$ cat config.mk
export PLATFORM = sky130hd
export DESIGN_NAME = irt_cell
export DESIGN_NICKNAME = d
export VERILOG_FILES = /design/src/rtl/irt_pkg.sv /design/src/rtl/irt_cell.sv
export SDC_FILE = /design/constraint.sdc
export NUM_CORES = 1
export LEC_CHECK = 0
export ABC_AREA = 1
export BUFFER_PORTS_ARGS = -buffer_cell sky130_fd_sc_hd__buf_2
export CORE_UTILIZATION = 48
export DETAILED_ROUTE_END_ITERATION = 12
export PLACE_DENSITY = 0.86
export SYNTH_ARGS = -nofsm -noshare
export SYNTH_HDL_FRONTEND = slang
export SYNTH_SLANG_ARGS = --single-unit
export TNS_END_PERCENT = 10
$ cat constraint.sdc
create_clock -name clock -period 4.6 [get_ports clock]
set_input_delay 0.46 -clock clock [delete_from_list [all_inputs] [get_ports clock]]
set_output_delay 0.46 -clock clock [all_outputs]
set_load 0.05 [all_outputs]
$ cat src/rtl/irt_pkg.sv
// irt_pkg: types, status codes and default sizes for the interval reservation table.
// No dependencies; imported by every module of the block.
package irt_pkg;

   localparam int CAPACITY_DEF  = 64;
   localparam int TIME_BITS_DEF = 32;
   localparam int PORT_TIME_W   = 32;

   typedef enum logic [1:0] {
      ST_GRANTED = 2'd0,
      ST_OVERLAP = 2'd1,
      ST_FULL    = 2'd2,
      ST_INVALID = 2'd3
   } status_type;

   typedef enum logic {
      S_IDLE,
      S_DECIDE
   } state_type;

   typedef struct packed {
      logic capture;
      logic shift;
   } cell_ctl_type;

endpackage

$ cat src/rtl/irt_cell.sv
// irt_cell: one slot of the reservation chain; holds an interval, checks it against
// the incoming request and hands its interval to the next slot on a grant. Uses irt_pkg.
module irt_cell #(
   parameter int INDEX     = 0,
   parameter int CAPACITY  = irt_pkg::CAPACITY_DEF,
   parameter int TIME_BITS = irt_pkg::TIME_BITS_DEF,
   parameter int CNT_W     = $clog2(CAPACITY + 1)
) (
   input  logic                  clock,
   input  irt_pkg::cell_ctl_type ctl,
   input  logic [CNT_W-1:0]      count,
   input  logic [TIME_BITS-1:0]  req_start,
   input  logic [TIME_BITS-1:0]  req_end,
   input  logic [TIME_BITS-1:0]  shift_start,
   input  logic [TIME_BITS-1:0]  shift_end,
   output logic [TIME_BITS-1:0]  entry_start,
   output logic [TIME_BITS-1:0]  entry_end,
   output logic                  hit
);
   import irt_pkg::*;

   logic [TIME_BITS-1:0] start_ff;
   logic [TIME_BITS-1:0] end_ff;
   logic                 hit_ff;
   logic                 hit_in;
   logic                 occupied;

   assign occupied = CNT_W'(INDEX) < count;
   assign hit_in   = occupied && (req_start < end_ff) && (start_ff < req_end);

   always_ff @(posedge clock) begin
      if (ctl.shift) begin
         start_ff <= shift_start;
         end_ff   <= shift_end;
      end
      if (ctl.capture) begin
         hit_ff <= hit_in;
      end
   end

   assign entry_start = start_ff;
   assign entry_end   = end_ff;
   assign hit         = hit_ff;

endmodule

==> impl_metrics.xml <==
<?xml version="1.0" encoding="UTF-8"?>
<metrics>
  <group name="clocking">
    <metric name="clk_transition_reported_paths" unit="ns">0.07</metric>
    <metric name="clock_tree_from_tritoncts" unit="">yes</metric>
    <metric name="numCtsBuffers" unit="">9</metric>
    <metric name="insertion_delay" unit="ns">0.34</metric>
    <metric name="cts.root.buffer_cell" unit="">sky130_fd_sc_hd__clkbuf_8</metric>
    <metric name="numClockSinks" unit="">65</metric>
    <metric name="number_of_buffers_inserted_by_post_cts_setup_repair" unit="">0</metric>
    <metric name="clk_path_buf_depth" unit="">2</metric>
    <metric name="cts.htree.levels" unit="">3</metric>
    <metric name="post_cts_resize_count" unit="">0</metric>
    <metric name="cts.hold.buffers_added" unit="">0</metric>
  </group>
  <group name="placement">
    <metric name="place_hpwl" unit="mm">7.19</metric>
    <metric name="gpl.final_weighted_congestion" unit="">0.819</metric>
    <metric name="detailed_place.area" unit="um2">4780</metric>
    <metric name="placement.io_buffers" unit="">202</metric>
    <metric name="post-place-cells" unit="">648</metric>
  </group>
  <group name="sta">
    <metric name="fin_skew" unit="ns">0.00427</metric>
    <metric name="timing_hold_violations_final" unit="">0</metric>
    <metric name="rsz_0062_raised_after_global_routing" unit="">false</metric>
    <metric name="report.final.setup_viol" unit="">0</metric>
    <metric name="slew_headroom" unit="%">44.5</metric>
    <metric name="timing_worst_slew_pin_value" unit="ns">0.832</metric>
    <metric name="period_needed" unit="ns">1.74</metric>
    <metric name="timing.fmax" unit="MHz">576</metric>
    <metric name="fin_crit_sh" unit="%">37.7</metric>
    <metric name="timing.setup.tns" unit="ns">0</metric>
    <metric name="maxSlewViolCount" unit="">0</metric>
  </group>
  <group name="synthesis">
    <metric name="post_synth_num_cell_types" unit="">16</metric>
    <metric name="post_synth.cell_area_avg" unit="um2">10.5</metric>
    <metric name="ys_seq_elements" unit="">65</metric>
    <metric name="synth_net_count" unit="">546</metric>
    <metric name="synth_top_cell_by_area" unit="">sky130_fd_sc_hd__edfxtp_1</metric>
    <metric name="synth.top_cell.area_share" unit="%">53.6</metric>
    <metric name="synthesis.instances" unit="">346</metric>
    <metric name="synth_top_family_by_area" unit="">adder cells</metric>
    <metric name="ys_warn_count" unit="">0</metric>
    <metric name="netlist_area" unit="um2">3640</metric>
    <metric name="synth_sequential_area_ratio" unit="%">53.6</metric>
    <metric name="synth-compound-area-share" unit="%">4.81</metric>
    <metric name="synth_fa_ha_area_share" unit="%">21.3</metric>
    <metric name="post_synth_xor_area_fraction" unit="%">0</metric>
    <metric name="synth_mux_area_share" unit="%">0</metric>
    <metric name="synthSimpleGateAreaFrac" unit="%">11.5</metric>
    <metric name="synthTopCellsByArea" unit="">sky130_fd_sc_hd__edfxtp_1 54%, sky130_fd_sc_hd__ha_1 21%, sky130_fd_sc_hd__inv_1 8.7%, sky130_fd_sc_hd__nand2_1 6.6%, sky130_fd_sc_hd__a21oi_1 3.7%</metric>
  </group>
  <group name="job">
    <metric name="drv_cap" unit="">0</metric>
  </group>
  <group name="critical_path">
    <metric name="timing.critical_path.from_type" unit="">flop</metric>
    <metric name="reg2reg_slack" unit="ns">2.86</metric>
    <metric name="regToRegEndpoint" unit="">hit</metric>
    <metric name="reg2regPathDepth" unit="">10</metric>
    <metric name="crit-reg2reg-launch" unit="">entry_end[31]</metric>
    <metric name="crit_arrival" unit="ns">1.82</metric>
    <metric name="crit_type" unit="">flop to flop</metric>
    <metric name="critical_path.max_fanout" unit="">2</metric>
    <metric name="end_kind" unit="">flop</metric>
    <metric name="cp_data_required_time" unit="ns">4.69</metric>
  </group>
  <group name="hold_path">
    <metric name="holdPathStages" unit="">1</metric>
    <metric name="hold_class" unit="">input pin to flop</metric>
    <metric name="endpoint_worst_hold" unit="">entry_end[0]</metric>
    <metric name="hp-start" unit="">shift_end[0]</metric>
  </group>
  <group name="die">
    <metric name="core.rowCount" unit="">31</metric>
    <metric name="dieHeight" unit="um">89.1</metric>
    <metric name="boundaryPins" unit="">203</metric>
    <metric name="design.core.area" unit="um2">7290</metric>
    <metric name="fp.dieW" unit="um">89.1</metric>
    <metric name="design.die.area" unit="um2">7930</metric>
    <metric name="initial_core_util" unit="%">49.9</metric>
  </group>
  <group name="grt">
    <metric name="grt_start_max_net_pins" unit="">65</metric>
    <metric name="groute.usage.overall" unit="%">21.3</metric>
    <metric name="grt_remaining_overflow" unit="">0</metric>
    <metric name="first_global_vias" unit="">3021</metric>
    <metric name="grt_first_pass_wirelength" unit="mm">12.4</metric>
    <metric name="number_of_antenna_violations_at_the_first_check_in_global_routing" unit="">0</metric>
  </group>
  <group name="detailed_routing">
    <metric name="final_antenna_net_count" unit="">0</metric>
    <metric name="drt-vias-per-instance" unit="">4.76</metric>
    <metric name="drt-pass1-iter-count" unit="">4</metric>
    <metric name="routed_length_per_placed_instance" unit="um">13.0</metric>
    <metric name="postRouteWirelength" unit="mm">8.64</metric>
    <metric name="drt_iter0_drc" unit="">60</metric>
    <metric name="drt_drc_violations_left" unit="">0</metric>
    <metric name="detailroute.via_count" unit="">3154</metric>
  </group>
  <group name="power">
    <metric name="power_per_cell_area" unit="nW/um2">327</metric>
    <metric name="fin_total_pwr" unit="mW">1.62</metric>
    <metric name="irDropWorstVdd" unit="uV">194</metric>
    <metric name="power_leakage" unit="nW">2.73</metric>
  </group>
  <group name="final_layout">
    <metric name="area_delta_synth_final" unit="%">36.2</metric>
    <metric name="design_area" unit="um2">4960</metric>
    <metric name="antenna_cells_inserted" unit="">0</metric>
    <metric name="num-nets-final" unit="">760</metric>
    <metric name="instances_no_fill" unit="">663</metric>
    <metric name="final_layout_size_suffix_gt1_share" unit="%">38.7</metric>
  </group>
  <group name="run_status">
    <metric name="run_status" unit="">completed</metric>
  </group>
</metrics>
==> flip-flops by register name, indices dropped and copies added, names as in the netlist <==
name / flops
hit: 1
entry_start: 32
entry_end: 32
==> synth_stat cells <==
| library cell | instances |
|---|---|
| sky130_fd_sc_hd__inv_1 | 84 |
| sky130_fd_sc_hd__edfxtp_1 | 65 |
| sky130_fd_sc_hd__nand2_1 | 64 |
| sky130_fd_sc_hd__ha_1 | 62 |
| sky130_fd_sc_hd__a21oi_1 | 27 |
| sky130_fd_sc_hd__nor2_1 | 17 |
| sky130_fd_sc_hd__nand3_1 | 9 |
| sky130_fd_sc_hd__o21ai_0 | 5 |
| sky130_fd_sc_hd__nor3_1 | 4 |
| sky130_fd_sc_hd__nand4_1 | 3 |
| sky130_fd_sc_hd__a21o_1 | 1 |
| sky130_fd_sc_hd__inv_2 | 1 |
| sky130_fd_sc_hd__nand3_2 | 1 |
| sky130_fd_sc_hd__nor3b_2 | 1 |
| sky130_fd_sc_hd__o21a_1 | 1 |
| sky130_fd_sc_hd__or2_1 | 1 |
==> how the worst max path moves through the flow <==
stage / cells past startpoint / from / slack [ns] / to
after floorplan: 10 / entry_end[31] / 2.66 / hit
after global placement: 10 / req_start[31] / 2.76 / hit
after detailed placement: 10 / req_start[31] / 2.69 / hit
after CTS: 10 / entry_end[31] / 2.84 / hit
after global routing: 10 / entry_end[31] / 2.72 / hit
final: 10 / entry_end[31] / 2.86 / hit
==> metrics by stage <==
step	utilization, %	hold WS, ns	setup slack, ns
after detailed placement	65.6	0.638	2.69
after floorplan	-	0.559	2.66
final	68.0	0.294	2.86
after CTS	68.0	0.278	2.84
after global placement	65.6	0.636	2.76
after global routing	68.0	0.273	2.72
==> critical path, cell delays in order, from the launching register on <==
cell and delay [ns]:
sky130_fd_sc_hd__edfxtp_1 0.35, sky130_fd_sc_hd__inv_1 0.06, sky130_fd_sc_hd__ha_1 0.29, sky130_fd_sc_hd__nand2_1 0.07
sky130_fd_sc_hd__inv_2 0.06, sky130_fd_sc_hd__nand3_2 0.06, sky130_fd_sc_hd__or2_1 0.27, sky130_fd_sc_hd__nor3b_2 0.15
sky130_fd_sc_hd__nand2_1 0.06, sky130_fd_sc_hd__nand2_1 0.07, sky130_fd_sc_hd__nor2_1 0.04
==> per-layer routing <==
| metal | global-route usage (%) | vias up | share of wire, % |
|---|---|---|---|
| met5 | 0 | - | 0 |
| met4 | 10.5 | 0 | 2.8 |
| met3 | 6.74 | 20 | 8.7 |
| met2 | 41.5 | 138 | 53 |
| met1 | 19.9 | 1424 | 36 |
| li1 | - | 1572 | - |
==> final cells by class <==
type | instances | area (um2)
Timing Repair Buffer | 203 | 1020
Sequential cell | 65 | 1950
Clock inverter | 5 | 47.5
Inverter | 85 | 319
Tap cell | 99 | 124
Fill cell | 587 | 2340
Clock buffer | 10 | 128
Multi-Input combinational cell | 196 | 1370
==> cells by family (layout without fill, tap and decap cells) <==
family                   after synthesis  count (layout)
adder cells (fa/ha/maj)               62              62
buffers and inverters                 85             303
AO/OA/AOI/OAI                         34              34
flip-flops                            65              65
AND/OR/NAND/NOR                      100             100
==> power breakdown <==
part           switching [mW]  internal (mW)  leakage, nW
combinational           0.300          0.140         2.00
sequential             0.0242          0.707        0.637
clock                   0.207          0.242       0.0910
total                   0.530           1.09         2.73
==> placed cells by master, fill, tap and decap left out <==
cell and count:
sky130_fd_sc_hd__buf_2 202, sky130_fd_sc_hd__nand2_1 64, sky130_fd_sc_hd__nor3b_2 1, sky130_fd_sc_hd__buf_4 1
sky130_fd_sc_hd__nand4_1 3, sky130_fd_sc_hd__clkinv_1 2, sky130_fd_sc_hd__clkbuf_8 9, sky130_fd_sc_hd__nor2_1 17
sky130_fd_sc_hd__or2_1 1, sky130_fd_sc_hd__bufinv_16 1, sky130_fd_sc_hd__nor3_1 4, sky130_fd_sc_hd__o21a_1 1
sky130_fd_sc_hd__clkinv_2 2, sky130_fd_sc_hd__nand3_2 1, sky130_fd_sc_hd__inv_2 1, sky130_fd_sc_hd__a21oi_1 27
sky130_fd_sc_hd__nand3_1 9, sky130_fd_sc_hd__clkbuf_1 1, sky130_fd_sc_hd__edfxtp_1 65, sky130_fd_sc_hd__ha_1 62
sky130_fd_sc_hd__a21o_1 1, sky130_fd_sc_hd__o21ai_0 5, sky130_fd_sc_hd__inv_1 84
(Power assumes the default switching activity.)
